==> src/rtl/caf_pkg.sv <==
// ----------------------------------------------------------------------------
// caf_pkg
// Shared types and constants for the CAN acceptance filter table: operation
// codes, sequencer states and the packed layout of one stored filter.
// ----------------------------------------------------------------------------
package caf_pkg;

  localparam int unsigned ID_W   = 16;
  localparam int unsigned CNT_OW = 5;   // width of the reported entry count

  typedef enum logic [1:0] {
    OP_CHECK  = 2'd0,
    OP_ADD    = 2'd1,
    OP_REMOVE = 2'd2,
    OP_CLEAR  = 2'd3
  } op_t;

  typedef enum logic [2:0] {
    ST_IDLE,
    ST_READ,
    ST_TEST,
    ST_SHIFT_READ,
    ST_SHIFT_WRITE,
    ST_DONE
  } state_t;

  typedef struct packed {
    logic [ID_W-1:0] mask;
    logic [ID_W-1:0] id;
  } entry_t;

endpackage

==> src/rtl/caf_table.sv <==
// ----------------------------------------------------------------------------
// caf_table
// Filter storage: one write port and one read port with registered read data.
// ----------------------------------------------------------------------------
module caf_table #(
  parameter int unsigned DEPTH  = 16,
  parameter int unsigned ADDR_W = 4
) (
  input  logic               clk,
  input  logic               we,
  input  logic [ADDR_W-1:0]  waddr,
  input  caf_pkg::entry_t    wdata,
  input  logic [ADDR_W-1:0]  raddr,
  output caf_pkg::entry_t    rdata
);
  import caf_pkg::*;

  entry_t mem [DEPTH];

  always_ff @(posedge clk) begin
    if (we) begin
      mem[waddr] <= wdata;
    end
  end

  always_ff @(posedge clk) begin
    rdata <= mem[raddr];
  end

endmodule

==> src/rtl/caf_cmp.sv <==
// ----------------------------------------------------------------------------
// caf_cmp
// Shared compare unit: masked match for check, exact ID match for remove.
// ----------------------------------------------------------------------------
module caf_cmp (
  input  logic [caf_pkg::ID_W-1:0] key,
  input  caf_pkg::entry_t          entry,
  input  logic                     exact,
  output logic                     hit
);
  import caf_pkg::*;

  logic [ID_W-1:0] eff_mask;

  // an exact compare is a masked compare with every bit enabled
  assign eff_mask = exact ? {ID_W{1'b1}} : entry.mask;
  assign hit      = ((key & eff_mask) == (entry.id & eff_mask));

endmodule

==> src/rtl/can_acceptance_filter_table_top.sv <==
// ----------------------------------------------------------------------------
// can_acceptance_filter_table_top
// Table of ID/mask receive acceptance filters with check, add, remove and
// clear requests, walked one slot at a time by a small sequencer.
// ----------------------------------------------------------------------------
// Usage:
//   Requests enter on the s_ stream: s_tuser carries the operation code,
//   s_tdata the frame ID and (for add) the new mask. Each request gives
//   exactly one result transfer on the m_ stream: the ok flag and the number
//   of filters held after the operation.
//   Add and clear go straight to the final state and load their result from
//   there as soon as the output register is free. Check and remove
//   walk the packed table through a single-port read and one shared compare
//   unit, visiting each slot in turn (issue the read, then test the
//   registered data); a remove then moves each later filter down one slot,
//   reading it and then writing it back one slot lower.
//   s_tready is high only while the sequencer is idle, one request at a time.
//   A finished result sits in the output register; the next request is taken
//   while it waits. If the receiver stalls, the following request finishes
//   its walk and holds in its final state until the output register frees.
//   Reset empties the table (count zero) and drops any pending result; the
//   filter storage itself is not cleared, only slots below the count are read.
// ----------------------------------------------------------------------------
module can_acceptance_filter_table_top #(
  parameter int unsigned FILTER_SLOTS = 16
) (
  input  logic       clk,
  input  logic       rst,
  input  logic       s_tvalid,
  output logic       s_tready,
  input  logic [31:0] s_tdata,   // [15:0] frame_id, [31:16] id_mask
  input  logic [1:0] s_tuser,    // [1:0] func
  output logic       m_tvalid,
  input  logic       m_tready,
  output logic [7:0] m_tdata     // [0] ok, [5:1] entry_count, [7:6] zero
);
  import caf_pkg::*;

  localparam int unsigned IDX_W = (FILTER_SLOTS > 1) ? $clog2(FILTER_SLOTS) : 1;
  localparam int unsigned CNT_W = $clog2(FILTER_SLOTS + 1);
  localparam int unsigned EXT_W = CNT_W + CNT_OW;

  state_t           state, state_next;
  op_t              op, op_next;
  logic [ID_W-1:0]  key, key_next;
  logic [CNT_W-1:0] count, count_next;
  logic [CNT_W-1:0] ptr, ptr_next;
  logic             res_ok, res_ok_next;

  logic             out_ok;
  logic [CNT_OW-1:0] out_count;

  logic             s_xfer;
  logic             out_free;
  logic [CNT_W-1:0] ptr_inc;
  logic             table_full;

  logic             we;
  logic [IDX_W-1:0] waddr;
  entry_t           wdata;
  logic [IDX_W-1:0] raddr;
  entry_t           rdata;
  logic             hit;
  logic [EXT_W-1:0] count_ext;

  assign s_tready   = (state == ST_IDLE);
  assign s_xfer     = s_tvalid && s_tready;
  assign out_free   = !m_tvalid || m_tready;
  assign ptr_inc    = ptr + CNT_W'(1);
  assign table_full = (count == CNT_W'(FILTER_SLOTS));

  caf_table #(
    .DEPTH  (FILTER_SLOTS),
    .ADDR_W (IDX_W)
  ) u_table (
    .clk   (clk),
    .we    (we),
    .waddr (waddr),
    .wdata (wdata),
    .raddr (raddr),
    .rdata (rdata)
  );

  caf_cmp u_cmp (
    .key   (key),
    .entry (rdata),
    .exact (op == OP_REMOVE),
    .hit   (hit)
  );

  always_ff @(posedge clk) begin
    if (rst) begin
      state <= ST_IDLE;
      count <= '0;
    end else begin
      state <= state_next;
      count <= count_next;
    end
  end

  // request payload and walk pointer need no reset
  always_ff @(posedge clk) begin
    op     <= op_next;
    key    <= key_next;
    ptr    <= ptr_next;
    res_ok <= res_ok_next;
  end

  always_comb begin
    state_next  = state;
    op_next     = op;
    key_next    = key;
    count_next  = count;
    ptr_next    = ptr;
    res_ok_next = res_ok;
    we          = 1'b0;
    waddr       = ptr[IDX_W-1:0];
    wdata       = rdata;
    raddr       = ptr[IDX_W-1:0];

    unique case (state)
      ST_IDLE: begin
        if (s_xfer) begin
          op_next  = op_t'(s_tuser);
          key_next = s_tdata[15:0];
          ptr_next = '0;
          unique case (op_t'(s_tuser)) inside
            OP_CHECK, OP_REMOVE: begin
              state_next = ST_READ;
            end
            OP_ADD: begin
              // append at the end unless the table is full
              res_ok_next = !table_full;
              if (!table_full) begin
                we         = 1'b1;
                waddr      = count[IDX_W-1:0];
                wdata.id   = s_tdata[15:0];
                wdata.mask = s_tdata[31:16];
                count_next = count + CNT_W'(1);
              end
              state_next = ST_DONE;
            end
            OP_CLEAR: begin
              count_next  = '0;
              res_ok_next = 1'b1;
              state_next  = ST_DONE;
            end
            default: begin
              state_next = ST_DONE;
            end
          endcase
        end
      end

      ST_READ: begin
        // walked past the last held slot: no match
        if (ptr < count) begin
          state_next = ST_TEST;
        end else begin
          res_ok_next = 1'b0;
          state_next  = ST_DONE;
        end
      end

      ST_TEST: begin
        if (hit) begin
          res_ok_next = 1'b1;
          state_next  = (op == OP_REMOVE) ? ST_SHIFT_READ : ST_DONE;
        end else begin
          ptr_next   = ptr_inc;
          state_next = ST_READ;
        end
      end

      ST_SHIFT_READ: begin
        // close the gap: fetch the next slot, or finish and drop the count
        raddr = ptr_inc[IDX_W-1:0];
        if (ptr_inc < count) begin
          state_next = ST_SHIFT_WRITE;
        end else begin
          count_next = count - CNT_W'(1);
          state_next = ST_DONE;
        end
      end

      ST_SHIFT_WRITE: begin
        we         = 1'b1;
        waddr      = ptr[IDX_W-1:0];
        wdata      = rdata;
        ptr_next   = ptr_inc;
        state_next = ST_SHIFT_READ;
      end

      ST_DONE: begin
        if (out_free) begin
          state_next = ST_IDLE;
        end
      end

      default: begin
        state_next = ST_IDLE;
      end
    endcase
  end

  // report the count masked to the output field width
  assign count_ext = {{CNT_OW{1'b0}}, count};

  // output register: load on leaving the final state, hold while stalled
  always_ff @(posedge clk) begin
    if (rst) begin
      m_tvalid <= 1'b0;
    end else if (state == ST_DONE && out_free) begin
      m_tvalid <= 1'b1;
    end else if (m_tready) begin
      m_tvalid <= 1'b0;
    end
  end

  always_ff @(posedge clk) begin
    if (state == ST_DONE && out_free) begin
      out_ok    <= res_ok;
      out_count <= count_ext[CNT_OW-1:0];
    end
  end

  assign m_tdata = {2'b00, out_count, out_ok};

`ifndef NO_ASSERTIONS
  a_count_bound: assert property (@(posedge clk) disable iff (rst)
    count <= CNT_W'(FILTER_SLOTS))
    else $error("filter count exceeds table depth");

  a_one_at_a_time: assert property (@(posedge clk) disable iff (rst)
    s_xfer |=> !s_tready)
    else $error("second request taken while one is in flight");

  a_result_loaded: assert property (@(posedge clk) disable iff (rst)
    (state == ST_DONE && out_free) |=> (m_tvalid && state == ST_IDLE))
    else $error("finished result not presented");

  a_walk_in_range: assert property (@(posedge clk) disable iff (rst)
    (state == ST_TEST || state == ST_SHIFT_WRITE) |-> (ptr < count))
    else $error("walk pointer beyond held filters");
`endif

endmodule

==> config.mk <==
export PLATFORM = sky130hd
export DESIGN_NAME = can_acceptance_filter_table_top
export DESIGN_NICKNAME = d
export VERILOG_FILES = /design/src/rtl/caf_pkg.sv /design/src/rtl/caf_table.sv /design/src/rtl/caf_cmp.sv /design/src/rtl/can_acceptance_filter_table_top.sv
export SDC_FILE = /design/constraint.sdc
export NUM_CORES = 1
export LEC_CHECK = 0
export BUFFER_PORTS_ARGS = -buffer_cell sky130_fd_sc_hd__buf_4
export CORE_ASPECT_RATIO = 1.2
export CORE_UTILIZATION = 55
export CTS_CLUSTER_DIAMETER = 120
export DETAILED_ROUTE_END_ITERATION = 16
export HOLD_SLACK_MARGIN = 0.1
export PLACE_DENSITY = 0.81
export SYNTH_ARGS = -nofsm -noshare
export SYNTH_HDL_FRONTEND = slang
export SYNTH_SLANG_ARGS = --single-unit
==> constraint.sdc <==
create_clock -name clk -period 4.8 [get_ports clk]
set_clock_uncertainty 0.05 [all_clocks]
set_input_delay 0 -clock clk [delete_from_list [all_inputs] [get_ports clk]]
set_output_delay 0 -clock clk [all_outputs]
set_load 0.01 [all_outputs]
==> flow_summary.ini <==
[yosys]
async_reset_ff_share_pct = 0
synth-edff-count = 542
synth_area_leaders = edfxtp_1 70%, nand2_1 4.4%, dfxtp_1 3.5%
syn-cell-area_um2 = 23200
syn_avg_cell_area_um2 = 15.4
yosysWarnings = 0
synth_cell_types = 51
synth-main-ff-cell = edfxtp_1
synth_top_area_share_pct = 70.1
yosysSeqAreaShare_pct = 73.7
ys_seq_elements = 583
yosysTopAreaCell = edfxtp_1
syn_inst = 1502

[global_route]
overflow = 0
grtUsageTotal_pct = 26.0
antenna_found_initial = 1
grt_pass1_vias = 13758
grt_max_degree = 96
grt_pass1_wl_um = 82000

[placed_design]
place_area_um2 = 24200
dpl.cell_count = 2035
place_congestion = 0.823
dp_hpwl_um = 30500
port_buffers = 45

[hold_path]
hold_path_depth = 2
hold_path_class = in -> reg

[critical_path]
slowest_delay_ns = 0.57
endpoint_kind = flop
r2r_cells = 9
cp_common_cell = buf_4
worstPathCellList = inv_1 > ha_1 > and3_1 > nand4b_1 > buf_4 > nor3_1 > a31oi_1 > nor2_4 > buf_4
crit_path_start_kind = flop
cp_max_fo = 21
crit_arrival_ns = 4.08
slowest_stage = nor2_4
cp.required_ns = 4.98
critPathKind = reg -> reg

[drt]
first_pass_iters = 6
vias = 13892
wl_um = 55700
drc = 0
routedWlPerCell_um = 25.7
postRouteAntennaNets = 0
drt-initial-drc-count = 1675
viasPerCell = 6.40

[clock_tree]
cts_buffers = 51
clockBufferDepth = 3
clk_latency_ns = 0.58
cts-resized-gates = 0
htreeDepth = 2
clockRootBuffer = clkbuf_16
clock-sinks = 583
cts_setup_buffers = 0
clk_pin_slew_worst_paths_ns = 0.06
cts_tree = done

[sta]
fin_crit_sh_pct = 81.2
fin_tns_setup_ns = 0
tightest_slew_ns = 1.34
fmax_mhz = 257
rsz0062_at_grt = no
setup_violations = 0
hold_viol = 0
slew_headroom_pct = 11.0
slew_viol_final = 0
finalCriticalPeriod_ns = 3.90

[pwr]
total_power_mw = 17.0
peakVddDrop_v = 0.000400
power_density_nw_per_um2 = 645
power_leakage_nw = 8.98

[layout]
final_core_util_pct = 63.2
final_cell_area_um2 = 26300
syn_to_final_growth_pct = 13.5
layout.nets = 1634
final_cells = 2170
final_layout_size_suffix_gt1_share_pct = 16.9
diodes = 0

[run]
maxCapViolations = 0

[die]
coreArea_um2 = 41700
io-pin-count = 48
die_w_um = 189
rows = 82
initial_core_util_pct = 55.7
die_y_um = 227
dieArea_um2 = 43000

[run_status]
status = completed
-- area by class of cell --
cell class | instances | area (um2)
clock inverters | 22 | 263
inverters | 11 | 41.3
repair buffers | 123 | 1070
clock buffers | 71 | 1410
well taps | 546 | 683
flip-flops and latches | 583 | 17100
fillers | 2768 | 15300
multi-input cells | 814 | 5760
-- worst max-delay path, delay by kind of cell (launching register included) --
kind | cells | cell delay [ns]
simple gates | 4 | 1.51
fa+ha+maj | 1 | 0.22
compound gates | 1 | 0.20
buf+inv | 3 | 1.06
flops | 1 | 0.49
-- Yosys cell counts, types with 2 or more instances --
cell	instances
edfxtp_1	542
nand2_1	275
a31oi_1	71
and3_1	64
mux2_2	64
clkbuf_1	41
dfxtp_1	41
nor2_1	38
a211oi_1	36
mux2i_1	33
o22ai_1	32
a221o_1	31
mux4_2	31
buf_2	25
o21ai_0	23
xor2_1	17
a21oi_1	16
ha_1	12
nand3_1	12
inv_1	11
buf_1	10
buf_4	10
nor3_1	10
buf_6	8
nor2b_1	8
xnor2_1	4
a21o_1	3
a32oi_1	3
nand4_1	3
nand4b_1	3
a311oi_1	2
and2_1	2
mux4_1	2
or2_2	2
-- layer usage --
layer,vias up,global-route usage [%],wire length [um]
li1,5938,-,-
met1,6928,32.9,20300
met2,867,43.3,27700
met3,157,5.26,5210
met4,2,12.7,2490
met5,-,0,13
-- timing repair --
item / 4_1_cts / 5_1_grt
setup endpoints to repair: 0 / 0
hold buffers: 42 / 0
endpoints found under the hold margin: 552 / 0
-- sequential cells by signal (all words and copies together) (netlist names) --
name / count
state: 3
u_table.rdata: 32
out_ok: 1
out_count: 5
key: 16
ptr: 5
m_tvalid: 1
u_table.mem: 512
count: 5
op: 2
res_ok: 1
-- where the power goes --
group | internal, mW | switching, mW
Clock | 2.38 | 1.75
Sequential | 6.75 | 0.347
Combinational | 2.01 | 3.75
-- path summary, 6_finish.rpt --
path	slack (ns)	from	end
setup / recovery	0.90	count[0]	u_table.mem[1][28]
hold / removal	0.12	s_tdata[8]	key[8]
setup reg to reg	0.90	count[0]	u_table.mem[1][28]
hold reg to reg	0.38	res_ok	out_ok
-- stage by stage --
stage,setup WS [ns],hold WS [ns]
2_1_floorplan,1.21,0.0489
3_3_place_gp,1.04,0.146
3_5_place_dp,0.986,0.146
4_1_cts,0.966,0.100
5_1_grt,0.697,0.111
6_report,0.904,0.123
-- logic make-up (layout without fill, tap and decap cells) --
family / after synthesis / in the layout / synth area share, %
flops: 583 / 583 / 73.7
simple gates: 422 / 422 / 7.94
compound gates: 225 / 225 / 6.69
mux: 130 / 130 / 7.77
buf+inv: 106 / 227 / 2.28
xor+xnor: 23 / 23 / 0.981
fa+ha+maj: 12 / 12 / 0.647
other cells: 1 / 2 / 0.0162
-- cells in the final DEF, fill, tap and decap left out, types with 6 or more instances in the layout --
cell type      instances
edfxtp_1             542
nand2_1              275
buf_4                 78
a31oi_1               71
and3_1                64
mux2_2                64
clkbuf_16             53
dlygate4sd3_1         42
dfxtp_1               41
a211oi_1              36
mux2i_1               32
o22ai_1               32
mux4_2                31
a221o_1               31
o21ai_0               23
nor2_1                21
nor2_4                17
xor2_1                17
a21oi_1               16
clkbuf_1              16
nand3_1               12
ha_1                  12
inv_1                 11
nor3_1                10
nor2b_1                7
clkinv_1               7
clkinv_2               6
bufinv_16              6
Note: power is estimated with default switching activity, not from simulation.
